===== src/u8hex_pkg.sv =====
// Shared types and helpers for the UTF-8 to UCS-2 hex text converter.
package u8hex_pkg;

  // Kind of work handed from the decoder to the serializer.
  typedef enum logic {
    CMD_DIGITS = 1'b0,  // four hex digits of a complete code point
    CMD_MARKER = 1'b1   // empty end-of-string marker
  } cmd_kind_e;

  typedef struct packed {
    cmd_kind_e   kind;
    logic [15:0] code;  // code point, used by CMD_DIGITS
    logic        eos;   // final byte of the string produced this command
    logic        stop;  // halted status, used by CMD_MARKER
  } cmd_t;

  localparam logic [7:0] AsciiZero  = 8'h30;
  localparam logic [7:0] AsciiLowerA = 8'h61;
  localparam logic [3:0] NibbleTen  = 4'd10;

  // Lowercase ASCII hex digit for one nibble.
  function automatic logic [7:0] hex_ascii(input logic [3:0] nib);
    logic [7:0] res;
    if (nib < NibbleTen) begin
      res = AsciiZero + {4'h0, nib};
    end else begin
      res = AsciiLowerA + {4'h0, nib - NibbleTen};
    end
    return res;
  endfunction

endpackage


===== src/utf8_to_ucs2_hex_text.sv =====
// Top level of the UTF-8 to UCS-2 hex text converter.
// A UTF-8 string enters one byte per transaction (tlast on its final byte) and
// leaves as lowercase ASCII hex digits, four per decoded 16-bit code point,
// most significant digit first, one digit per output transaction. Lead and
// continuation bytes that do not finish a code point give no output; a byte
// that finishes one gives four results, so the sustained rate is set by the
// serializer, which writes one digit per cycle while the output is ready:
// four digits per decoded code point whatever its byte count, and one result
// per end marker. A short command queue lets the decoder keep accepting bytes
// while the serializer drains earlier code points. An invalid lead byte stops
// conversion until the end of the string; a final byte that finishes no code
// point yields one empty result (tuser char_valid low) with tlast high and the
// stop status. Sequences cut short by the end of the string are dropped.
module utf8_to_ucs2_hex_text #(
  parameter int unsigned QueueDepth = 2
) (
  input  logic       clk_i,
  input  logic       rst_ni,
  input  logic       s_axis_tvalid,
  output logic       s_axis_tready,
  input  logic [7:0] s_axis_tdata,   // [7:0] in_byte
  input  logic       s_axis_tlast,   // end_of_string
  output logic       m_axis_tvalid,
  input  logic       m_axis_tready,
  output logic [7:0] m_axis_tdata,   // [7:0] hex_char
  output logic [1:0] m_axis_tuser,   // [0] char_valid, [1] stopped_invalid
  output logic       m_axis_tlast    // last
);
  import u8hex_pkg::*;

  cmd_t push_cmd, head_cmd;
  logic push, pop, q_full, q_empty;
  logic char_valid, stop;

  // Decode bytes; hold the input whenever the queue is full.
  u8hex_front u_front (
    .clk_i        (clk_i),
    .rst_ni       (rst_ni),
    .byte_valid_i (s_axis_tvalid),
    .byte_i       (s_axis_tdata),
    .eos_i        (s_axis_tlast),
    .queue_full_i (q_full),
    .byte_ready_o (s_axis_tready),
    .push_o       (push),
    .cmd_o        (push_cmd)
  );

  // Decouple decoder and serializer.
  u8hex_queue #(
    .Depth (QueueDepth)
  ) u_queue (
    .clk_i       (clk_i),
    .rst_ni      (rst_ni),
    .push_i      (push),
    .push_data_i (push_cmd),
    .pop_i       (pop),
    .full_o      (q_full),
    .empty_o     (q_empty),
    .head_o      (head_cmd)
  );

  // Serialize each command into registered output transactions.
  u8hex_back u_back (
    .clk_i            (clk_i),
    .rst_ni           (rst_ni),
    .cmd_avail_i      (!q_empty),
    .cmd_i            (head_cmd),
    .pop_o            (pop),
    .out_valid_o      (m_axis_tvalid),
    .out_ready_i      (m_axis_tready),
    .out_char_o       (m_axis_tdata),
    .out_char_valid_o (char_valid),
    .out_last_o       (m_axis_tlast),
    .out_stop_o       (stop)
  );

  assign m_axis_tuser = {stop, char_valid};

  // Input stalls only because the queue is full.
  a_ready_full: assert property (@(posedge clk_i) disable iff (!rst_ni)
    s_axis_tready == !q_full)
    else $error("input ready does not follow queue occupancy");

  // An empty marker always closes the string.
  a_marker_last: assert property (@(posedge clk_i) disable iff (!rst_ni)
    (m_axis_tvalid && !char_valid) |-> m_axis_tlast)
    else $error("empty marker without last");

  // Digit results never carry the stop status.
  a_digit_nostop: assert property (@(posedge clk_i) disable iff (!rst_ni)
    (m_axis_tvalid && char_valid) |-> !stop)
    else $error("digit result flagged as stopped");

  // A push never meets a full queue, so none is lost.
  a_push_room: assert property (@(posedge clk_i) disable iff (!rst_ni)
    push |-> !q_full)
    else $error("command pushed into full queue");

endmodule


===== src/u8hex_front.sv =====
// UTF-8 decoder front end: accepts bytes and issues serializer commands.
module u8hex_front (
  input  logic            clk_i,
  input  logic            rst_ni,
  input  logic            byte_valid_i,
  input  logic [7:0]      byte_i,
  input  logic            eos_i,
  input  logic            queue_full_i,
  output logic            byte_ready_o,
  output logic            push_o,
  output u8hex_pkg::cmd_t cmd_o
);
  import u8hex_pkg::*;

  logic [15:0] acc_q, acc_d;
  logic [1:0]  left_q, left_d;
  logic        halted_q, halted_d;
  logic        fire;
  logic        complete;
  logic [15:0] acc_new;
  logic [1:0]  left_new;
  logic        halted_new;

  assign byte_ready_o = !queue_full_i;
  assign fire         = byte_valid_i && !queue_full_i;

  always_comb begin
    acc_new    = acc_q;
    left_new   = left_q;
    halted_new = halted_q;
    complete   = 1'b0;
    if (!halted_q) begin
      if (left_q != 2'd0) begin
        acc_new  = {acc_q[9:0], byte_i[5:0]};
        left_new = left_q - 2'd1;
        complete = (left_q == 2'd1);
      end else if (byte_i[7] == 1'b0) begin
        acc_new  = {8'h00, byte_i};
        complete = 1'b1;
      end else if (byte_i[7:5] == 3'b110) begin
        acc_new  = {11'h000, byte_i[4:0]};
        left_new = 2'd1;
      end else if (byte_i[7:4] == 4'b1110) begin
        acc_new  = {12'h000, byte_i[3:0]};
        left_new = 2'd2;
      end else begin
        halted_new = 1'b1;
      end
    end
  end

  always_comb begin
    cmd_o.kind = complete ? CMD_DIGITS : CMD_MARKER;
    cmd_o.code = acc_new;
    cmd_o.eos  = eos_i;
    cmd_o.stop = halted_new;
    push_o     = fire && (complete || eos_i);
  end

  always_comb begin
    acc_d    = acc_q;
    left_d   = left_q;
    halted_d = halted_q;
    if (fire) begin
      acc_d    = complete ? 16'h0000 : acc_new;
      left_d   = left_new;
      halted_d = halted_new;
      if (eos_i) begin
        acc_d    = 16'h0000;
        left_d   = 2'd0;
        halted_d = 1'b0;
      end
    end
  end

  always_ff @(posedge clk_i or negedge rst_ni) begin
    if (!rst_ni) begin
      acc_q    <= 16'h0000;
      left_q   <= 2'd0;
      halted_q <= 1'b0;
    end else begin
      acc_q    <= acc_d;
      left_q   <= left_d;
      halted_q <= halted_d;
    end
  end

endmodule


===== src/u8hex_queue.sv =====
// Small command queue between the decoder and the serializer.
module u8hex_queue #(
  parameter int unsigned Depth = 2
) (
  input  logic            clk_i,
  input  logic            rst_ni,
  input  logic            push_i,
  input  u8hex_pkg::cmd_t push_data_i,
  input  logic            pop_i,
  output logic            full_o,
  output logic            empty_o,
  output u8hex_pkg::cmd_t head_o
);
  import u8hex_pkg::*;

  localparam int unsigned PtrW = (Depth > 1) ? $clog2(Depth) : 1;
  localparam int unsigned CntW = $clog2(Depth + 1);
  localparam logic [PtrW-1:0] LastIdx = PtrW'(Depth - 1);
  localparam logic [CntW-1:0] DepthCnt = CntW'(Depth);

  cmd_t            mem_q [Depth];
  logic [PtrW-1:0] wr_q, wr_d, rd_q, rd_d;
  logic [CntW-1:0] cnt_q, cnt_d;
  logic            do_push, do_pop;

  assign full_o  = (cnt_q == DepthCnt);
  assign empty_o = (cnt_q == '0);
  assign head_o  = mem_q[rd_q];
  assign do_push = push_i && !full_o;
  assign do_pop  = pop_i && !empty_o;

  always_comb begin
    wr_d  = wr_q;
    rd_d  = rd_q;
    cnt_d = cnt_q;
    if (do_push) begin
      wr_d = (wr_q == LastIdx) ? '0 : wr_q + PtrW'(1);
    end
    if (do_pop) begin
      rd_d = (rd_q == LastIdx) ? '0 : rd_q + PtrW'(1);
    end
    case ({do_push, do_pop})
      2'b10:   cnt_d = cnt_q + CntW'(1);
      2'b01:   cnt_d = cnt_q - CntW'(1);
      default: cnt_d = cnt_q;
    endcase
  end

  always_ff @(posedge clk_i or negedge rst_ni) begin
    if (!rst_ni) begin
      wr_q  <= '0;
      rd_q  <= '0;
      cnt_q <= '0;
    end else begin
      wr_q  <= wr_d;
      rd_q  <= rd_d;
      cnt_q <= cnt_d;
    end
  end

  always_ff @(posedge clk_i) begin
    if (do_push) begin
      mem_q[wr_q] <= push_data_i;
    end
  end

endmodule


===== src/u8hex_back.sv =====
// Serializer back end: hex digit and marker results, one per cycle if ready.
module u8hex_back (
  input  logic            clk_i,
  input  logic            rst_ni,
  input  logic            cmd_avail_i,
  input  u8hex_pkg::cmd_t cmd_i,
  output logic            pop_o,
  output logic            out_valid_o,
  input  logic            out_ready_i,
  output logic [7:0]      out_char_o,
  output logic            out_char_valid_o,
  output logic            out_last_o,
  output logic            out_stop_o
);
  import u8hex_pkg::*;

  logic [1:0] idx_q, idx_d;
  logic       vld_q, vld_d;
  logic [7:0] char_q, char_d;
  logic       cv_q, cv_d, last_q, last_d, stop_q, stop_d;
  logic       load;
  logic [3:0] nib;

  assign load = cmd_avail_i && (!vld_q || out_ready_i);

  always_comb begin
    case (idx_q)
      2'd0:    nib = cmd_i.code[15:12];
      2'd1:    nib = cmd_i.code[11:8];
      2'd2:    nib = cmd_i.code[7:4];
      default: nib = cmd_i.code[3:0];
    endcase
  end

  always_comb begin
    idx_d  = idx_q;
    vld_d  = vld_q && !out_ready_i;
    char_d = char_q;
    cv_d   = cv_q;
    last_d = last_q;
    stop_d = stop_q;
    pop_o  = 1'b0;
    if (load) begin
      vld_d = 1'b1;
      unique case (cmd_i.kind)
        CMD_DIGITS: begin
          char_d = hex_ascii(nib);
          cv_d   = 1'b1;
          last_d = cmd_i.eos && (idx_q == 2'd3);
          stop_d = 1'b0;
          idx_d  = idx_q + 2'd1;
          pop_o  = (idx_q == 2'd3);
        end
        CMD_MARKER: begin
          char_d = 8'h00;
          cv_d   = 1'b0;
          last_d = 1'b1;
          stop_d = cmd_i.stop;
          idx_d  = 2'd0;
          pop_o  = 1'b1;
        end
        default: begin
          pop_o = 1'b1;
        end
      endcase
    end
  end

  always_ff @(posedge clk_i or negedge rst_ni) begin
    if (!rst_ni) begin
      idx_q <= 2'd0;
      vld_q <= 1'b0;
    end else begin
      idx_q <= idx_d;
      vld_q <= vld_d;
    end
  end

  always_ff @(posedge clk_i) begin
    char_q <= char_d;
    cv_q   <= cv_d;
    last_q <= last_d;
    stop_q <= stop_d;
  end

  assign out_valid_o      = vld_q;
  assign out_char_o       = char_q;
  assign out_char_valid_o = cv_q;
  assign out_last_o       = last_q;
  assign out_stop_o       = stop_q;

endmodule

===== config.mk =====
export PLATFORM = sky130hd
export DESIGN_NAME = utf8_to_ucs2_hex_text
export DESIGN_NICKNAME = d
export VERILOG_FILES = /design/src/u8hex_pkg.sv /design/src/utf8_to_ucs2_hex_text.sv /design/src/u8hex_front.sv /design/src/u8hex_queue.sv /design/src/u8hex_back.sv
export SDC_FILE = /design/constraint.sdc
export NUM_CORES = 1
export LEC_CHECK = 0
export BUFFER_PORTS_ARGS = -buffer_cell sky130_fd_sc_hd__clkbuf_2
export CAP_MARGIN = 0
export CELL_PAD_IN_SITES_DETAIL_PLACEMENT = 0
export CELL_PAD_IN_SITES_GLOBAL_PLACEMENT = 1
export CORE_ASPECT_RATIO = 0.9
export CORE_MARGIN = 2
export CORE_UTILIZATION = 25
export DETAILED_ROUTE_END_ITERATION = 10
export PLACE_DENSITY_LB_ADDON = 0.1
export SLEW_MARGIN = 20
export SYNTH_ARGS = -nofsm -noshare
export SYNTH_HDL_FRONTEND = slang
export SYNTH_SLANG_ARGS = --single-unit

===== constraint.sdc =====
create_clock -name clk_i -period 3.45 [get_ports clk_i]
set_input_delay 1.035 -clock clk_i [delete_from_list [all_inputs] [get_ports clk_i]]
set_output_delay 1.035 -clock clk_i [all_outputs]
set_load 0.01 [all_outputs]

Word level (Yosys, flattened, before mapping)
Memories as Yosys holds them, arrays and structs flattened. Index checks and enable logic that the tools add are counted. Widths: inputs -> output; s select.

$add $sub $neg: 9. Magnitude comparators: 1. Equal/unequal tests: 10. Mux-type cells: 38. Bitwise operators: 1. Reduce and logical (&&, ||, !) cells: 20.

Operators by type and width (count): $mux 16 (7); $mux 1 (16); $pmux 8 s2 (1); $mux 2 (6); $pmux 4 s3 (1); $add 7x4->8 const A (1); $eq 2x2->1 const B (4); $mux 8 (1); $pmux 1 s2 (4); $pmux 2 s2 (2); $add 6x4->7 const A (1); $logic_and 1x1->1 (7); $eq 2x1->1 const B (3); $add 2x1->2 const B (2); $eq 4x4->1 const B (1); $logic_not 1->1 (4); $logic_not 2->1 (2); $lt 4x4->1 const B (1); $reduce_and 4->1 (1); $reduce_bool 2->1 (2); $reduce_bool 4->1 (1); $sub 2x1->2 const B (2); $sub 4x4->4 const B (1); $eq 3x3->1 const B (1); other kinds (5) (7).

Flip-flop bits (word level): 37. Bits in writable memories: 38. Bits of input ports: 13. Output and inout bits: 13. Word-level logic and storage cells: 92. Memories: 1.

Memories: u_queue.mem_q (depth 2, bits a word 19, rd ports 1, clocked after memory_dff 0, write ports 1, line u8hex_queue.sv:21) `cmd_t mem_q [Depth];`.

Longest topological paths before layout
Depth in word-level cells: 8. Depth in mapped cells: 11. Gate-level depth less buffers: 9.

Modules after synthesis
A second synthesis with hierarchy kept.

Cells, all modules: 244. Area total of the unflattened synthesis: 3409.5 um^2.

Modules (own cells, without submodules): u8hex_queue (times used 1, cells an instance 77, area an instance 1561.5 um^2, sequential area each 1241.2 um^2); u8hex_front (times used 1, cells an instance 98, area an instance 1116.1 um^2, sequential area each 475.5 um^2); u8hex_back (times used 1, cells an instance 66, area an instance 713.2 um^2, sequential area each 375.4 um^2); utf8_to_ucs2_hex_text (times used 1, cells an instance 3, area an instance 18.8 um^2, sequential area each 0.0 um^2).

Worst setup path before layout
No wires, ideal clock.

Kind: in2reg. Start point: input port s_axis_tdata[7]. End point: memory u_queue.mem_q[0][0] in the netlist's numbering, enable pin. Library setup time: 0.395 ns. Arrival time: 2.393 ns. Required time: 3.055 ns. Setup slack: 0.662 ns. Stages: 4. Path buffers: 0. Path through: a211oi_1 > or2_2 > nand2_1 > nor2_1.

Cells in the longest elaborated chain, start to end: 8.

Ends and longest elaborated chain: from (decl) (line utf8_to_ucs2_hex_text.sv:21) `input logic [7:0] s_axis_tdata,`; $mux 1 (line u8hex_front.sv:37) `end else if (byte_i[7] == 1'b0) begin`; $mux 1 (line u8hex_front.sv:33) `if (left_q != 2'd0) begin`; $mux 1 (line u8hex_front.sv:32) `if (!halted_q) begin`; $logic_or 1x1->1 (line u8hex_front.sv:57) `push_o = fire && (complete || eos_i);`; $logic_and 1x1->1 (line u8hex_front.sv:57); $logic_and 1x1->1 (line u8hex_queue.sv:29) `assign do_push = push_i && !full_o;`; $mux 1 (line u8hex_queue.sv:62) `if (do_push) begin`; $mux 1 (implied by the code) (line u8hex_queue.sv:63) `mem_q[wr_q] <= push_data_i;`; to (decl) (line u8hex_queue.sv:21).

No other way between the ends.

Worst setup path in the final report
Start point: register u_back.idx_q[0]. End point: register u_back.char_q[2], in the netlist u_back.out_char_o[2] (data pin).

Cells in the longest elaborated chain, start to end: 6. Elaborated cells on any way between the ends: 10.

Ends and longest elaborated chain: from (decl) (line u8hex_back.sv:17) `logic [1:0] idx_q, idx_d;`; from (signal assigned) (line u8hex_back.sv:74) `idx_q <= idx_d;`; $eq 2x2->1 (tied with other cells) (line u8hex_back.sv:27) `case (idx_q)`; $pmux 4 s3 * (line u8hex_back.sv:27); $sub 4x4->4 (line u8hex_pkg.sv:27) `res = AsciiLowerA + {4'h0, nib - NibbleTen};`; $add 7x4->8 (line u8hex_pkg.sv:27); $mux 8 * (line u8hex_pkg.sv:24) `if (nib < NibbleTen) begin`; $pmux 8 s2 * (line u8hex_back.sv:45) `unique case (cmd_i.kind)`; to (signal assigned) (line u8hex_back.sv:80) `char_q <= char_d;`; to (decl) (line u8hex_back.sv:19) `logic [7:0] char_q, char_d;`.

Every way passes the cells marked *; elsewhere a longest branch is shown, timed or not. A chain may end at the register's enable or synchronous reset.

==> results.yml <==
run_status:
  status: "complete, no violations"
layout:
  instances_no_fill: 450
  nets: 301
  num-fill-cells: 1285
  seq_area_mm2: 0.00209
  n_antenna_cell: 0
  drive_gt1_share_pct: 18.2
  fin_util_pct: 30.2
  syn_to_final_growth_pct: 17.4
  multi_input_area_mm2: 0.00106
route:
  via_per_inst: 4.54
  ant_nets: 0
  drc_errors: 0
  dr.pass1.iters: 5
  vias: 2044
  drtIter0Drc: 147
  routed_wl_um: 7110
  routedWlPerCell_um: 15.8
setup_path:
  start_kind: "register"
  crit_type: "register to register"
  worstSetupEndpointType: "register"
  r2r_start: "u_back.idx_q[0]$_DFFE_PN0N_"
  startpoint: "u_back.idx_q[0]$_DFFE_PN0N_"
  worst-path-max-fanout: 8
  required_ps: 3640
  arrival_ps: 2940
sta:
  whs_ps: 491
  final.min_clock_period_ps: 2740
  skew_ps: 5.98
  grt_setup_unrepaired: "no"
  maxSlewViolCount: 0
  maxSlewHeadroom_pct: 52.9
  hold_viol: 0
  period_share_pct: 79.5
  setup_viol: 0
  max_freq_mhz: 365
  setup_tns_ps: 0
  tightest_slew_ps: 706
clock_tree:
  clockBufferDepth: 2
  post_cts_buffers: 0
  numCtsBuffers: 9
  post_cts_resized: 0
  htree_levels: 3
  clk_pin_slew_worst_paths_ps: 60
  cts_hold_buf: 0
  clk_latency_ps: 330
  clock-sinks: 74
  cts_tree: "built"
  root_buffer: "clkbuf_16"
synth:
  synth_fa_ha_area_share_pct: 2.68
  yosysMostFrequentCell: "edfxtp_1"
  synth_compound_area_share_pct: 13.8
  synth_xor_area_share_pct: 1.34
  synth_top_cell_by_area: "edfxtp_1"
  synth-main-ff-cell: "edfxtp_1"
  synthMuxAreaShare_pct: 2.87
  yosysWarnings: 0
  synth_area_leaders: "edfxtp_1, dfrtp_1, a22o_1"
  synthDistinctLibCells: 49
  synth_top_family_by_area: "compound AO/OA/AOI/OAI gates"
  ys_ff_latch: 74
  synth_cells: 253
  ys_top_cells_by_count: "edfxtp_1, nand2_1, dfrtp_1"
  yosysTopAreaCellShare_pct: 44.0
  yosys.area_share.simple_pct: 11.5
  synth_edf_count: 48
  netlist_area_mm2: 0.00327
  avgSynthCellArea_um2: 12.9
  synthArstFlopShare_pct: 35.1
  synth_fp_nets: 273
  seq_area_frac_synth_pct: 63.9
floorplanning:
  start_util_pct: 25.7
  rows: 39
  dieArea_mm2: 0.0140
  die_height_um: 113
  core_region_area_mm2: 0.0127
  pin_count: 26
  dieWidth_um: 125
grt:
  grt-busiest-layer: "met1"
  grt_use_total_pct: 10.9
  met2_usage_pct: 15.3
  grt_pass1_vias: 2036
  grt_pass1_wl_um: 11500
  grt_max_degree: 27
  grt_overflow: 0
  met3_usage_pct: 3.62
  grt_use_met1_pct: 15.4
  grt_antenna_before_repair: 0
placed_design:
  dp_cells: 434
  gp_congestion: 0.721
  io_buffers: 24
  dpl.hpwl_um: 4970
min_path:
  hold_path_class: "register to register"
  min_from: "u_queue.cnt_q[1]$_DFFE_PN0P_"
power_and_ir_drop:
  p_leak_nw: 1.57
  irDropWorstVdd_mv: 0.295
  power_density_mw_per_mm2: 887
flow_run:
  maxCapViolCount: 0
report_power, final:
group	switching, mW	leakage [nW]	internal (mW)	total [mW]
sequential	0.150	0.799	1.25	1.40
combinational	0.686	0.634	0.416	1.10
clock	0.354	0.140	0.551	0.904
total	1.19	1.57	2.22	3.41
registers in the layout, indices dropped and copies added, names as in the netlist, 2 cells and up:
name,flops
u_queue.mem_q,38
u_front.acc_q,16
u_back.out_char_o,7
u_back.idx_q,2
u_front.left_q,2
u_queue.cnt_q,2
per-layer routing:
layer,wire (um),share of wire (%),up-vias
met3,339,4.8,6
li1,-,-,997
met2,2990,42,43
met1,3700,52,998
met4,80,1.1,0
met5,0,0,-
metrics by stage:
stage | setup slack (ps) | area (um^2) | power [mW]
after CTS | 690 | 3840 | 3.47
after floorplan | 662 | 3270 | 2.23
final | 708 | 3840 | 3.41
after global placement | 564 | 3560 | 2.56
after detailed placement | 540 | 3560 | 2.54
after global routing | 485 | 3840 | 3.66
final cells by class:
type | instances | share of cell area, %
sequential | 74 | 54.5
multi-input combinational | 155 | 27.5
clock inverter | 7 | 1.56
tap | 164 | 5.34
timing repair buffer | 29 | 4.10
clock buffer | 9 | 5.86
inverter | 12 | 1.17
critical path, cell delays in order (launching register included):
cell and delay [ps]:
dfrtp_1 410, inv_1 110, ha_1 340, a222oi_1 450, inv_1 70, mux4_2 510
ha_1 240, nor4_1 290, o211ai_1 110, nand3_1 80
layout by cell type, fill, tap and decap left out, types with 4 or more instances in the layout:
cell type  synthesis  layout
clkbuf_2           0      24
ha_1               7       7
dfrtp_1           26      26
nand2_1           28      28
a22o_1            21      21
clkbuf_16          0       9
edfxtp_1          48      48
inv_1             12      12
a32o_1             4       4
buf_4              4       5
mux2i_1            6       6
nor2_1            15      15
nand3_1            9       9
and3_1             4       4
a21oi_1            7       7
a22oi_1            6       6
o21ai_0            8       8
cell families (layout without fill, tap and decap cells):
| kind of cell | count (synthesis) | after routing |
|---|---|---|
| adder cells (fa/ha/maj) | 7 | 7 |
| AND/OR/NAND/NOR | 75 | 75 |
| other | 1 | 1 |
| XOR/XNOR | 5 | 5 |
| AO/OA/AOI/OAI | 59 | 59 |
| buffers and inverters | 24 | 57 |
| multiplexers | 8 | 8 |
| flip-flops | 74 | 74 |
worst paths after layout:
check	endpoint	cells after the start	slack [ps]
hold / removal	u_queue.cnt_q[1]$_DFFE_PN0P_	1	490
hold reg to reg	u_queue.cnt_q[1]$_DFFE_PN0P_	1	490
max in group asynchronous	u_queue.rd_q$_DFFE_PN0P_	1	2250
setup / recovery	u_back.out_char_o[2]$_SDFFCE_PP0N_	9	710
min in group asynchronous	u_front.left_q[0]$_DFFE_PN0P_	1	740
setup reg to reg	u_back.out_char_o[2]$_SDFFCE_PP0N_	9	710
Note: power is estimated with default switching activity, not from simulation.
